--- src/rtl/core/kot_pkg.sv ---
// ----------------------------------------------------------------------------
// kot_pkg
// Shared types and codes of the keyword and operator tokenizer.
// ----------------------------------------------------------------------------
package kot_pkg;

    localparam int DEF_OFFSET_BITS = 16;
    localparam int DEF_QUEUE_DEPTH = 4;

    // Token kinds
    localparam logic [4:0] K_PLX      = 5'd0;
    localparam logic [4:0] K_IF       = 5'd1;
    localparam logic [4:0] K_ELSE     = 5'd2;
    localparam logic [4:0] K_WHILE    = 5'd3;
    localparam logic [4:0] K_FOR      = 5'd4;
    localparam logic [4:0] K_IDENT    = 5'd5;
    localparam logic [4:0] K_NUMBER   = 5'd6;
    localparam logic [4:0] K_INC      = 5'd7;
    localparam logic [4:0] K_EQEQ     = 5'd8;
    localparam logic [4:0] K_GE       = 5'd9;
    localparam logic [4:0] K_LE       = 5'd10;
    localparam logic [4:0] K_DEC      = 5'd11;
    localparam logic [4:0] K_NE       = 5'd12;
    localparam logic [4:0] K_ADD_EQ   = 5'd13;
    localparam logic [4:0] K_SUB_EQ   = 5'd14;
    localparam logic [4:0] K_SEMI     = 5'd15;
    localparam logic [4:0] K_GT       = 5'd16;
    localparam logic [4:0] K_LT       = 5'd17;
    localparam logic [4:0] K_LPAREN   = 5'd18;
    localparam logic [4:0] K_LBRACE   = 5'd19;
    localparam logic [4:0] K_RPAREN   = 5'd20;
    localparam logic [4:0] K_RBRACE   = 5'd21;
    localparam logic [4:0] K_ASSIGN   = 5'd22;
    localparam logic [4:0] K_PLUS     = 5'd23;
    localparam logic [4:0] K_MINUS    = 5'd24;
    localparam logic [4:0] K_PERCENT  = 5'd25;
    localparam logic [4:0] K_STAR     = 5'd26;
    localparam logic [4:0] K_SLASH    = 5'd27;
    localparam logic [4:0] K_END      = 5'd28;

    localparam logic [15:0] LEN_MAX = 16'hFFFF;

    // Keyword spellings, packed most significant byte first
    localparam logic [39:0] KW_PLX   = 40'h00_0070_6C78;
    localparam logic [39:0] KW_IF    = 40'h00_0000_6966;
    localparam logic [39:0] KW_ELSE  = 40'h00_656C_7365;
    localparam logic [39:0] KW_WHILE = 40'h77_6869_6C65;
    localparam logic [39:0] KW_FOR   = 40'h00_0066_6F72;

    localparam int SLOTS = 4;

    typedef struct packed {
        logic [4:0]  kind;
        logic [15:0] start;
        logic [15:0] length;
        logic        last;
    } token_t;

    // Tokens raised by one input item, in output order; mask marks the live slots.
    typedef struct packed {
        token_t [SLOTS-1:0] slot;
        logic   [SLOTS-1:0] mask;
    } bundle_t;

    typedef struct packed {
        logic    en;
        bundle_t bundle;
    } push_t;

endpackage

--- src/rtl/core/kot_front.sv ---
// ----------------------------------------------------------------------------
// kot_front
// Takes one byte per cycle while the queue has room, tracks the pending lexeme
// and collects the tokens that the byte closes into one bundle for the queue.
// ----------------------------------------------------------------------------
module kot_front
    import kot_pkg::*;
#(
    parameter int OFFSET_BITS = DEF_OFFSET_BITS
)
(
    input  logic        clk,
    input  logic        rst_n,
    input  logic        in_valid,
    output logic        in_ready,
    input  logic [7:0]  text_byte,
    input  logic        final_byte,
    input  logic        room,
    output push_t       push
);

    typedef enum logic [8:0] {
        P_NONE  = 9'b000000001,
        P_WORD  = 9'b000000010,
        P_NUM   = 9'b000000100,
        P_PLUS  = 9'b000001000,
        P_EQ    = 9'b000010000,
        P_GT    = 9'b000100000,
        P_LT    = 9'b001000000,
        P_MINUS = 9'b010000000,
        P_BANG  = 9'b100000000
    } pend_t;

    pend_t                  pend_reg, pend_next, pend_mid;
    logic [39:0]            prefix_reg, prefix_next, prefix_mid;
    logic [15:0]            len_reg, len_next, len_mid;
    logic [OFFSET_BITS-1:0] start_reg, start_next, start_mid;
    logic [OFFSET_BITS-1:0] offset_reg, offset_next;

    logic [OFFSET_BITS-1:0] pos_inc;
    logic [15:0]            pos16, pos_inc16, start16, start_mid16;
    logic                   is_alpha, is_digit, consumed, accept;
    logic [4:0]             pk;
    bundle_t                bundle;

    function automatic logic [15:0] to16(input logic [OFFSET_BITS-1:0] v);
        logic [OFFSET_BITS+15:0] ext;
        ext = {16'd0, v};
        return ext[15:0];
    endfunction

    function automatic logic [4:0] word_kind(input logic [15:0] len,
                                              input logic [39:0] pre);
        logic [4:0] k;
        k = K_IDENT;
        if (len == 16'd3 && pre == KW_PLX) k = K_PLX;
        else if (len == 16'd2 && pre == KW_IF) k = K_IF;
        else if (len == 16'd4 && pre == KW_ELSE) k = K_ELSE;
        else if (len == 16'd5 && pre == KW_WHILE) k = K_WHILE;
        else if (len == 16'd3 && pre == KW_FOR) k = K_FOR;
        return k;
    endfunction

    // Token left by a pending lexeme that closes as it stands.
    function automatic token_t flush_token(input pend_t pc, input logic [39:0] pre,
                                           input logic [15:0] len,
                                           input logic [15:0] st);
        token_t t;
        t.start  = st;
        t.length = 16'd1;
        t.last   = 1'b0;
        t.kind   = K_IDENT;
        unique case (pc)
            P_WORD:
            begin
                t.kind   = word_kind(len, pre);
                t.length = len;
            end
            P_NUM:
            begin
                t.kind   = K_NUMBER;
                t.length = len;
            end
            P_PLUS:  t.kind = K_PLUS;
            P_EQ:    t.kind = K_ASSIGN;
            P_GT:    t.kind = K_GT;
            P_LT:    t.kind = K_LT;
            P_MINUS: t.kind = K_MINUS;
            default: t.kind = K_IDENT;
        endcase
        return t;
    endfunction

    function automatic logic flush_valid(input pend_t pc);
        return (pc != P_NONE) && (pc != P_BANG);
    endfunction

    // Kind of the two-character operator formed with the held character, 0 if none.
    function automatic logic [4:0] pair_kind(input pend_t pc, input logic [7:0] ch);
        logic [4:0] k;
        k = 5'd0;
        unique case (pc)
            P_PLUS:
            begin
                if (ch == "+") k = K_INC;
                else if (ch == "=") k = K_ADD_EQ;
            end
            P_EQ:    if (ch == "=") k = K_EQEQ;
            P_GT:    if (ch == "=") k = K_GE;
            P_LT:    if (ch == "=") k = K_LE;
            P_MINUS:
            begin
                if (ch == "-") k = K_DEC;
                else if (ch == "=") k = K_SUB_EQ;
            end
            P_BANG:  if (ch == "=") k = K_NE;
            default: k = 5'd0;
        endcase
        return k;
    endfunction

    assign is_alpha  = (text_byte >= "a" && text_byte <= "z") ||
                       (text_byte >= "A" && text_byte <= "Z");
    assign is_digit  = (text_byte >= "0" && text_byte <= "9");
    assign pos_inc   = offset_reg + 1'b1;
    assign pos16     = to16(offset_reg);
    assign pos_inc16 = to16(pos_inc);
    assign start16   = to16(start_reg);
    assign in_ready  = room;
    assign accept    = in_valid && in_ready;

    always_comb
    begin
        bundle     = '0;
        consumed   = 1'b0;
        pend_mid   = pend_reg;
        prefix_mid = prefix_reg;
        len_mid    = len_reg;
        start_mid  = start_reg;
        pk         = pair_kind(pend_reg, text_byte);

        // First, the pending lexeme either grows, pairs, or closes.
        unique case (pend_reg)
            P_NONE:
            begin
                consumed = 1'b0;
            end
            P_WORD, P_NUM:
            begin
                if (is_digit || (is_alpha && pend_reg == P_WORD))
                begin
                    consumed = 1'b1;
                    if (len_reg < 16'd5)
                        prefix_mid = {prefix_reg[31:0], text_byte};
                    if (len_reg != LEN_MAX)
                        len_mid = len_reg + 16'd1;
                end
                else
                begin
                    bundle.slot[0] = flush_token(pend_reg, prefix_reg, len_reg, start16);
                    bundle.mask[0] = 1'b1;
                end
            end
            default:
            begin
                if (pk != 5'd0)
                begin
                    consumed       = 1'b1;
                    pend_mid       = P_NONE;
                    bundle.slot[0] = '{kind: pk, start: start16, length: 16'd2,
                                       last: 1'b0};
                    bundle.mask[0] = 1'b1;
                end
                else
                begin
                    bundle.slot[0] = flush_token(pend_reg, prefix_reg, len_reg, start16);
                    bundle.mask[0] = flush_valid(pend_reg);
                end
            end
        endcase

        // A byte not taken by the pending lexeme starts a new one.
        if (!consumed)
        begin
            pend_mid   = P_NONE;
            start_mid  = offset_reg;
            prefix_mid = '0;
            len_mid    = '0;
            bundle.slot[1] = '{kind: K_IDENT, start: pos16, length: 16'd1, last: 1'b0};
            if (is_alpha || is_digit)
            begin
                if (is_alpha)
                    pend_mid = P_WORD;
                else
                    pend_mid = P_NUM;
                prefix_mid = {32'd0, text_byte};
                len_mid    = 16'd1;
            end
            else
            begin
                unique case (text_byte)
                    "+": pend_mid = P_PLUS;
                    "=": pend_mid = P_EQ;
                    ">": pend_mid = P_GT;
                    "<": pend_mid = P_LT;
                    "-": pend_mid = P_MINUS;
                    "!": pend_mid = P_BANG;
                    ";":
                    begin
                        bundle.slot[1].kind = K_SEMI;
                        bundle.mask[1]      = 1'b1;
                    end
                    "(":
                    begin
                        bundle.slot[1].kind = K_LPAREN;
                        bundle.mask[1]      = 1'b1;
                    end
                    "{":
                    begin
                        bundle.slot[1].kind = K_LBRACE;
                        bundle.mask[1]      = 1'b1;
                    end
                    ")":
                    begin
                        bundle.slot[1].kind = K_RPAREN;
                        bundle.mask[1]      = 1'b1;
                    end
                    "}":
                    begin
                        bundle.slot[1].kind = K_RBRACE;
                        bundle.mask[1]      = 1'b1;
                    end
                    "%":
                    begin
                        bundle.slot[1].kind = K_PERCENT;
                        bundle.mask[1]      = 1'b1;
                    end
                    "*":
                    begin
                        bundle.slot[1].kind = K_STAR;
                        bundle.mask[1]      = 1'b1;
                    end
                    "/":
                    begin
                        bundle.slot[1].kind = K_SLASH;
                        bundle.mask[1]      = 1'b1;
                    end
                    default: pend_mid = P_NONE;
                endcase
            end
        end

        start_mid16 = to16(start_mid);

        // On the final byte, close whatever is still held and add the end token.
        bundle.slot[3] = '{kind: K_END, start: pos_inc16, length: 16'd0, last: 1'b1};
        bundle.slot[2] = flush_token(pend_mid, prefix_mid, len_mid, start_mid16);
        if (final_byte)
        begin
            bundle.mask[2] = flush_valid(pend_mid);
            bundle.mask[3] = 1'b1;
            pend_next      = P_NONE;
            prefix_next    = '0;
            len_next       = '0;
            start_next     = '0;
            offset_next    = '0;
        end
        else
        begin
            pend_next      = pend_mid;
            prefix_next    = prefix_mid;
            len_next       = len_mid;
            start_next     = start_mid;
            offset_next    = pos_inc;
        end
    end

    assign push.en     = accept && (bundle.mask != '0);
    assign push.bundle = bundle;

    always_ff @(posedge clk or negedge rst_n)
    begin
        if (!rst_n)
        begin
            pend_reg   <= P_NONE;
            prefix_reg <= '0;
            len_reg    <= '0;
            start_reg  <= '0;
            offset_reg <= '0;
        end
        else if (accept)
        begin
            pend_reg   <= pend_next;
            prefix_reg <= prefix_next;
            len_reg    <= len_next;
            start_reg  <= start_next;
            offset_reg <= offset_next;
        end
    end

    // After the last byte of a text, the next one starts a fresh text at offset zero.
    a_text_restart: assert property (@(posedge clk) disable iff (!rst_n)
        (accept && final_byte) |=> (offset_reg == '0 && pend_reg == P_NONE))
        else $error("tokenizer state not cleared after final byte");

endmodule

--- src/rtl/core/kot_queue.sv ---
// ----------------------------------------------------------------------------
// kot_queue
// Short queue of token bundles between the front and the back.
// ----------------------------------------------------------------------------
module kot_queue
    import kot_pkg::*;
#(
    parameter int DEPTH = DEF_QUEUE_DEPTH
)
(
    input  logic    clk,
    input  logic    rst_n,
    input  push_t   push,
    output logic    room,
    input  logic    pop,
    output logic    head_valid,
    output bundle_t head
);

    localparam int PTR_W = (DEPTH > 1) ? $clog2(DEPTH) : 1;
    localparam int CNT_W = $clog2(DEPTH + 1);
    localparam logic [PTR_W-1:0] PTR_LAST = PTR_W'(DEPTH - 1);
    localparam logic [CNT_W-1:0] CNT_FULL = CNT_W'(DEPTH);

    bundle_t            store_reg [DEPTH];
    logic [PTR_W-1:0]   wr_ptr_reg, wr_ptr_next;
    logic [PTR_W-1:0]   rd_ptr_reg, rd_ptr_next;
    logic [CNT_W-1:0]   count_reg, count_next;

    assign room       = (count_reg != CNT_FULL);
    assign head_valid = (count_reg != '0);
    assign head       = store_reg[rd_ptr_reg];

    always_comb
    begin
        wr_ptr_next = wr_ptr_reg;
        rd_ptr_next = rd_ptr_reg;
        count_next  = count_reg;
        if (push.en)
            wr_ptr_next = (wr_ptr_reg == PTR_LAST) ? '0 : wr_ptr_reg + 1'b1;
        if (pop)
            rd_ptr_next = (rd_ptr_reg == PTR_LAST) ? '0 : rd_ptr_reg + 1'b1;
        if (push.en && !pop)
            count_next = count_reg + 1'b1;
        else if (pop && !push.en)
            count_next = count_reg - 1'b1;
    end

    always_ff @(posedge clk or negedge rst_n)
    begin
        if (!rst_n)
        begin
            wr_ptr_reg <= '0;
            rd_ptr_reg <= '0;
            count_reg  <= '0;
        end
        else
        begin
            wr_ptr_reg <= wr_ptr_next;
            rd_ptr_reg <= rd_ptr_next;
            count_reg  <= count_next;
        end
    end

    always_ff @(posedge clk)
    begin
        if (push.en)
            store_reg[wr_ptr_reg] <= push.bundle;
    end

    a_no_overflow: assert property (@(posedge clk) disable iff (!rst_n)
        push.en |-> (count_reg != CNT_FULL || pop))
        else $error("bundle pushed into a full queue");

    a_no_underflow: assert property (@(posedge clk) disable iff (!rst_n)
        pop |-> (count_reg != '0))
        else $error("bundle popped from an empty queue");

    a_live_bundle: assert property (@(posedge clk) disable iff (!rst_n)
        push.en |-> (push.bundle.mask != '0))
        else $error("empty bundle entered the queue");

endmodule

--- src/rtl/core/kot_back.sv ---
// ----------------------------------------------------------------------------
// kot_back
// Walks the live slots of the head bundle and hands out one token per cycle
// while the receiver is ready, through a registered output stage.
// ----------------------------------------------------------------------------
module kot_back
    import kot_pkg::*;
(
    input  logic        clk,
    input  logic        rst_n,
    input  logic        head_valid,
    input  bundle_t     head,
    output logic        pop,
    output logic        out_valid,
    input  logic        out_ready,
    output logic [4:0]  token_kind,
    output logic [15:0] token_start,
    output logic [15:0] token_length,
    output logic        last_of_text
);

    logic [SLOTS-1:0] sent_reg, sent_next;
    logic             out_valid_reg, out_valid_next;
    token_t           tok_reg;
    logic [SLOTS-1:0] remaining, pick;
    logic [1:0]       idx;
    logic             load;

    assign remaining = head.mask & ~sent_reg;
    assign load      = head_valid && (!out_valid_reg || out_ready);

    always_comb
    begin
        idx  = 2'd0;
        pick = '0;
        priority if (remaining[0])
        begin
            idx  = 2'd0;
            pick = 4'b0001;
        end
        else if (remaining[1])
        begin
            idx  = 2'd1;
            pick = 4'b0010;
        end
        else if (remaining[2])
        begin
            idx  = 2'd2;
            pick = 4'b0100;
        end
        else
        begin
            idx  = 2'd3;
            pick = 4'b1000;
        end
    end

    // The bundle leaves the queue together with its last live token.
    assign pop = load && ((remaining & ~pick) == '0);

    always_comb
    begin
        sent_next      = sent_reg;
        out_valid_next = out_valid_reg;
        if (load)
        begin
            sent_next      = pop ? '0 : (sent_reg | pick);
            out_valid_next = 1'b1;
        end
        else if (out_ready)
            out_valid_next = 1'b0;
    end

    always_ff @(posedge clk or negedge rst_n)
    begin
        if (!rst_n)
        begin
            sent_reg      <= '0;
            out_valid_reg <= 1'b0;
        end
        else
        begin
            sent_reg      <= sent_next;
            out_valid_reg <= out_valid_next;
        end
    end

    always_ff @(posedge clk)
    begin
        if (load)
            tok_reg <= head.slot[idx];
    end

    assign out_valid    = out_valid_reg;
    assign token_kind   = tok_reg.kind;
    assign token_start  = tok_reg.start;
    assign token_length = tok_reg.length;
    assign last_of_text = tok_reg.last;

    a_pick_live: assert property (@(posedge clk) disable iff (!rst_n)
        load |-> (remaining != '0))
        else $error("token taken from a slot that is not live");

endmodule

--- src/rtl/core/keyword_operator_tokenizer.sv ---
// ----------------------------------------------------------------------------
// keyword_operator_tokenizer
// The first token of an item is written into the bundle queue and then into the output register.
// One byte is taken per cycle while the bundle queue has room; the output stage sends one token
// per cycle while out_ready allows, so a byte that closes more than one token holds the back until each is sent.
// Reset clears the lexeme state, the text offset, the queue and the output stage.
// ----------------------------------------------------------------------------
module keyword_operator_tokenizer
    import kot_pkg::*;
#(
    parameter int OFFSET_BITS = DEF_OFFSET_BITS,
    parameter int QUEUE_DEPTH = DEF_QUEUE_DEPTH
)
(
    input  logic        clk,
    input  logic        rst_n,
    input  logic        in_valid,
    output logic        in_ready,
    input  logic [7:0]  text_byte,
    input  logic        final_byte,
    output logic        out_valid,
    input  logic        out_ready,
    output logic [4:0]  token_kind,
    output logic [15:0] token_start,
    output logic [15:0] token_length,
    output logic        last_of_text
);

    push_t   push;
    logic    room;
    logic    pop;
    logic    head_valid;
    bundle_t head;

    kot_front #(
        .OFFSET_BITS (OFFSET_BITS)
    ) u_front (
        .clk        (clk),
        .rst_n      (rst_n),
        .in_valid   (in_valid),
        .in_ready   (in_ready),
        .text_byte  (text_byte),
        .final_byte (final_byte),
        .room       (room),
        .push       (push)
    );

    kot_queue #(
        .DEPTH (QUEUE_DEPTH)
    ) u_queue (
        .clk        (clk),
        .rst_n      (rst_n),
        .push       (push),
        .room       (room),
        .pop        (pop),
        .head_valid (head_valid),
        .head       (head)
    );

    kot_back u_back (
        .clk          (clk),
        .rst_n        (rst_n),
        .head_valid   (head_valid),
        .head         (head),
        .pop          (pop),
        .out_valid    (out_valid),
        .out_ready    (out_ready),
        .token_kind   (token_kind),
        .token_start  (token_start),
        .token_length (token_length),
        .last_of_text (last_of_text)
    );

endmodule
--- config.mk ---
export PLATFORM = sky130hd
export DESIGN_NAME = keyword_operator_tokenizer
export DESIGN_NICKNAME = d
export VERILOG_FILES = /design/src/rtl/core/kot_pkg.sv /design/src/rtl/core/kot_front.sv /design/src/rtl/core/kot_queue.sv /design/src/rtl/core/kot_back.sv /design/src/rtl/core/keyword_operator_tokenizer.sv
export SDC_FILE = /design/constraint.sdc
export NUM_CORES = 1
export LEC_CHECK = 0
export ABC_AREA = 1
export CAP_MARGIN = 20
export CORE_MARGIN = 2
export CORE_UTILIZATION = 40
export CTS_CLUSTER_DIAMETER = 100
export DETAILED_ROUTE_END_ITERATION = 16
export DONT_BUFFER_PORTS = 1
export PLACE_DENSITY = 0.5
export SLEW_MARGIN = 40
export SYNTH_ARGS = -nofsm -noshare
export SYNTH_HDL_FRONTEND = slang
export SYNTH_HIERARCHICAL = 1
export SYNTH_SLANG_ARGS = --single-unit
--- constraint.sdc ---
create_clock -name clk -period 6.4 [get_ports clk]
set_clock_uncertainty 0.1 [all_clocks]
set_input_delay 0.96 -clock clk [delete_from_list [all_inputs] [get_ports clk]]
set_output_delay 0.96 -clock clk [all_outputs]
set_load 0.05 [all_outputs]
==> results.yml <==
run_status:
  outcome: "completed"
placed_design:
  pre_cts_ws_ns: 1.539
  dp_hpwl_mm: 55.25
  gp_congestion: 0.9100
  dpl.cell_count: 4628
  place_area_sq_um: 37600
  portBuffers: 0
sta:
  worst_hold_slack_ns: 0.06241
  report.final.hold_viol_count: 0
  final.min_clock_period_ns: 4.555
  finalSetupTns_ns: 0
  timing.slew.headroom_pct: 44.22
  final-setup-viol-count: 0
  timing_worst_slew_pin_value_ns: 0.8367
  final_worst_setup_slack_ns: 1.845
  rsz0062_at_grt: "false"
  timing.final.crit_share_pct: 71.17
  drv_slew: 0
  max_clock_freq_mhz: 219.5
route:
  drc_errors: 0
  detail_route.first_pass.iterations: 5
  detailroute.via_count: 24273
  postRouteWirelength_mm: 93.34
  drt_iter0_drc: 1937
  route.detailed.wl_per_inst_um: 19.47
  routed_via_density: 5.062
  ant_nets: 0
job:
  number_of_max_cap_violations: 0
clock_tree:
  cts_tree: "done"
  cts_inserted_buffers: 88
  post_cts.resized_instances: 0
  cts_setup_buffers: 0
  cts_hold_buffers: 1
  cts_max_level: 3
  cts_root_buffer: "sky130_fd_sc_hd__clkbuf_16"
  clk_latency_ns: 0.65
  cts_buffer_depth: 3
  cts.reportedPaths.clkPinSlew_ns: 0.06
  clock_sinks: 771
finish:
  diodes: 0
  layout-drive-gt1-share_pct: 10.83
  most-common-layout-cells: "sky130_fd_sc_hd__nand2_1, sky130_fd_sc_hd__edfxtp_1, sky130_fd_sc_hd__inv_1"
  flip_flop_count_of_the_largest_register_after_layout: 624
  design_area_sq_um: 40560
  layout.filler_cells: 8685
  layout.cells.most_common: "sky130_fd_sc_hd__nand2_1"
  final_net_count: 3560
  finish.cell_count_without_fillers: 4795
  syn2layout_area_growth_pct: 9.882
yosys:
  seq_area_frac_synth_pct: 61.25
  netlist-cell-type-count: 50
  synthDominantAreaCellType: "sky130_fd_sc_hd__edfxtp_1"
  synth_enable_flop_cells: 662
  synthTopCellsByArea: "sky130_fd_sc_hd__edfxtp_1, sky130_fd_sc_hd__nand2_1, sky130_fd_sc_hd__dfrtp_1"
  synth_cell_area_sq_um: 36910
  average_size_of_a_mapped_cell_sq_um: 10.31
  yosys_register_bits: 771
  dominantRegCellSynth: "sky130_fd_sc_hd__edfxtp_1"
  synthesis.yosys.warnings: 6
  async_reset_ff_share_pct: 14.14
  synthDominantCellAreaShare_pct: 53.86
  synthCells: 3581
critical_path:
  crit_path_start_kind: "flop"
  cp_data_required_time_ns: 6.67
  worstPathMaxFanout: 53
  worst-setup-path-type: "flop to flop"
  crit_path_end_kind: "flop"
  worst_ep_arrival_time_ns: 4.82
die:
  die_width_um: 307.8
  fp.dieArea_sq_um: 94720
  core.rowCount: 111
  starting_density_pct: 40.33
  die_outline_height_um: 307.8
  core_area_sq_um: 91520
  top_level_ports: 53
global_routing:
  number_of_antenna_violations_at_the_first_check_in_global_routing: 0
  via_count_of_the_first_global_routing_pass: 23534
  globalRoute.totalOverflow: 0
  grt_first_pass_wirelength_mm: 142.6
  grt_usage_pct: 19.80
  grt_start_max_net_pins: 152
worst_hold_path:
  worstHoldPathType: "input port to async pin"
power_and_ir_drop:
  power.ir.vdd_worst_v: 0.0003823
  cellPowerDensity_nw_per_um2: 440.2
  total_leakage_power_uw: 0.01655
==> logic make-up (layout without fill, tap and decap cells) <==
logic type                 Yosys count  count (layout)  synth area share, %
xor gates and xnor gates            15              15               0.3560
and+or+nand+nor                   1370            1370                15.27
buffers and inverters              781             771                9.536
DFF                                771             771                61.25
adders and majority gates           12              12               0.4271
AOI/OAI and AO/OA                  630             630                13.14
other                                2              40              0.02035
==> stage by stage <==
stage	total power [uW]	utilization, %
6_report	17850	44.31
5_1_grt	18940	44.31
4_1_cts	18120	44.25
3_5_place_dp	13070	41.08
3_3_place_gp	13040	41.03
2_1_floorplan	11410	-
==> where the power goes <==
group	total [uW]	internal, uW	switching, uW	leakage, uW
sequential	7110	6420	684	0.00766
clock	4980	2960	2020	0.00141
combinational	5770	1520	4250	0.00748
==> area by class of cell <==
cell class / instances / area [sq um] / area share [%]
Clock inverter: 42 / 432.9 / 1.067
Multi-Input combinational cell: 2067 / 10940 / 26.99
Timing Repair Buffer: 43 / 473.0 / 1.166
Sequential cell: 771 / 22610 / 55.75
Tap cell: 1186 / 1484 / 3.659
Inverter: 564 / 2170 / 5.350
Clock buffer: 122 / 2441 / 6.019
==> routing by layer <==
layer | wire [um] | track usage (%) | part of all wire, % | vias up
li1 | - | - | - | 11963
met1 | 44200 | 28.42 | 47 | 11612
met2 | 42110 | 30.85 | 45 | 567
met3 | 4627 | 2.939 | 5.0 | 131
met4 | 2397 | 6.410 | 2.6 | 0
met5 | 0 | 0 | 0 | -
==> critical path, cell delays in order (launching register included) <==
cell,delay [ns]
sky130_fd_sc_hd__dfrtp_1,0.43
sky130_fd_sc_hd__inv_1,0.20
sky130_fd_sc_hd__nand4_1,0.29
sky130_fd_sc_hd__inv_1,0.20
sky130_fd_sc_hd__nand2_1,0.08
sky130_fd_sc_hd__nor2_2,0.61
sky130_fd_sc_hd__nand3_4,0.61
sky130_fd_sc_hd__buf_4,0.41
sky130_fd_sc_hd__nand2_1,0.07
sky130_fd_sc_hd__o21ai_0,0.17
sky130_fd_sc_hd__o21ai_1,0.26
sky130_fd_sc_hd__nand2_1,0.08
sky130_fd_sc_hd__nor2_1,0.12
sky130_fd_sc_hd__nand2_1,0.07
sky130_fd_sc_hd__nor2_1,0.11
sky130_fd_sc_hd__nand3_1,0.08
sky130_fd_sc_hd__nand2_1,0.09
sky130_fd_sc_hd__nor2_1,0.06
sky130_fd_sc_hd__nand2_1,0.09
sky130_fd_sc_hd__nand2_1,0.11
==> worst paths after layout <==
kind / from / endpoint / slack, ns / depth (start not counted)
worst max register to register: u_front/len_reg[7] / u_queue/store_reg[3][115] / 1.85 / 19
max in group asynchronous: rst_n / u_front/prefix_reg[15] / 5.46 / 1
worst max-delay path: u_front/len_reg[7] / u_queue/store_reg[3][115] / 1.85 / 19
worst min-delay path: rst_n / u_front/pend_reg[0] / 0.06 / 0
min in group clk: final_byte / u_queue/store_reg[1][3] / 0.31 / 0
worst min register to register: u_queue/count_reg[2] / u_queue/count_reg[2] / 0.41 / 2
==> Yosys cell counts (2+ instances only) <==
master and number:
sky130_fd_sc_hd__a21oi_1 21, sky130_fd_sc_hd__a41oi_1 3, sky130_fd_sc_hd__buf_1 2, sky130_fd_sc_hd__buf_2 71, sky130_fd_sc_hd__buf_4 59, sky130_fd_sc_hd__buf_6 37
sky130_fd_sc_hd__clkbuf_1 48, sky130_fd_sc_hd__clkinv_1 4, sky130_fd_sc_hd__conb_1 2, sky130_fd_sc_hd__dfrtp_1 108, sky130_fd_sc_hd__edfxtp_1 662, sky130_fd_sc_hd__ha_1 11
sky130_fd_sc_hd__inv_1 545, sky130_fd_sc_hd__inv_2 15, sky130_fd_sc_hd__nand2_1 873, sky130_fd_sc_hd__nand2_2 7, sky130_fd_sc_hd__nand2_4 3, sky130_fd_sc_hd__nand3_1 96
sky130_fd_sc_hd__nand3_2 5, sky130_fd_sc_hd__nand3_4 2, sky130_fd_sc_hd__nand3b_1 3, sky130_fd_sc_hd__nand4_1 46, sky130_fd_sc_hd__nor2_1 279, sky130_fd_sc_hd__nor2_2 7
sky130_fd_sc_hd__nor2_4 8, sky130_fd_sc_hd__nor3_1 27, sky130_fd_sc_hd__nor4_1 13, sky130_fd_sc_hd__o211ai_1 185, sky130_fd_sc_hd__o211ai_2 127, sky130_fd_sc_hd__o21ai_0 143
sky130_fd_sc_hd__o21ai_1 39, sky130_fd_sc_hd__o21ai_2 29, sky130_fd_sc_hd__o21bai_1 17, sky130_fd_sc_hd__o22ai_1 52, sky130_fd_sc_hd__o31ai_1 3, sky130_fd_sc_hd__o41ai_1 2
sky130_fd_sc_hd__xor2_1 14
(Power assumes the default switching activity.)
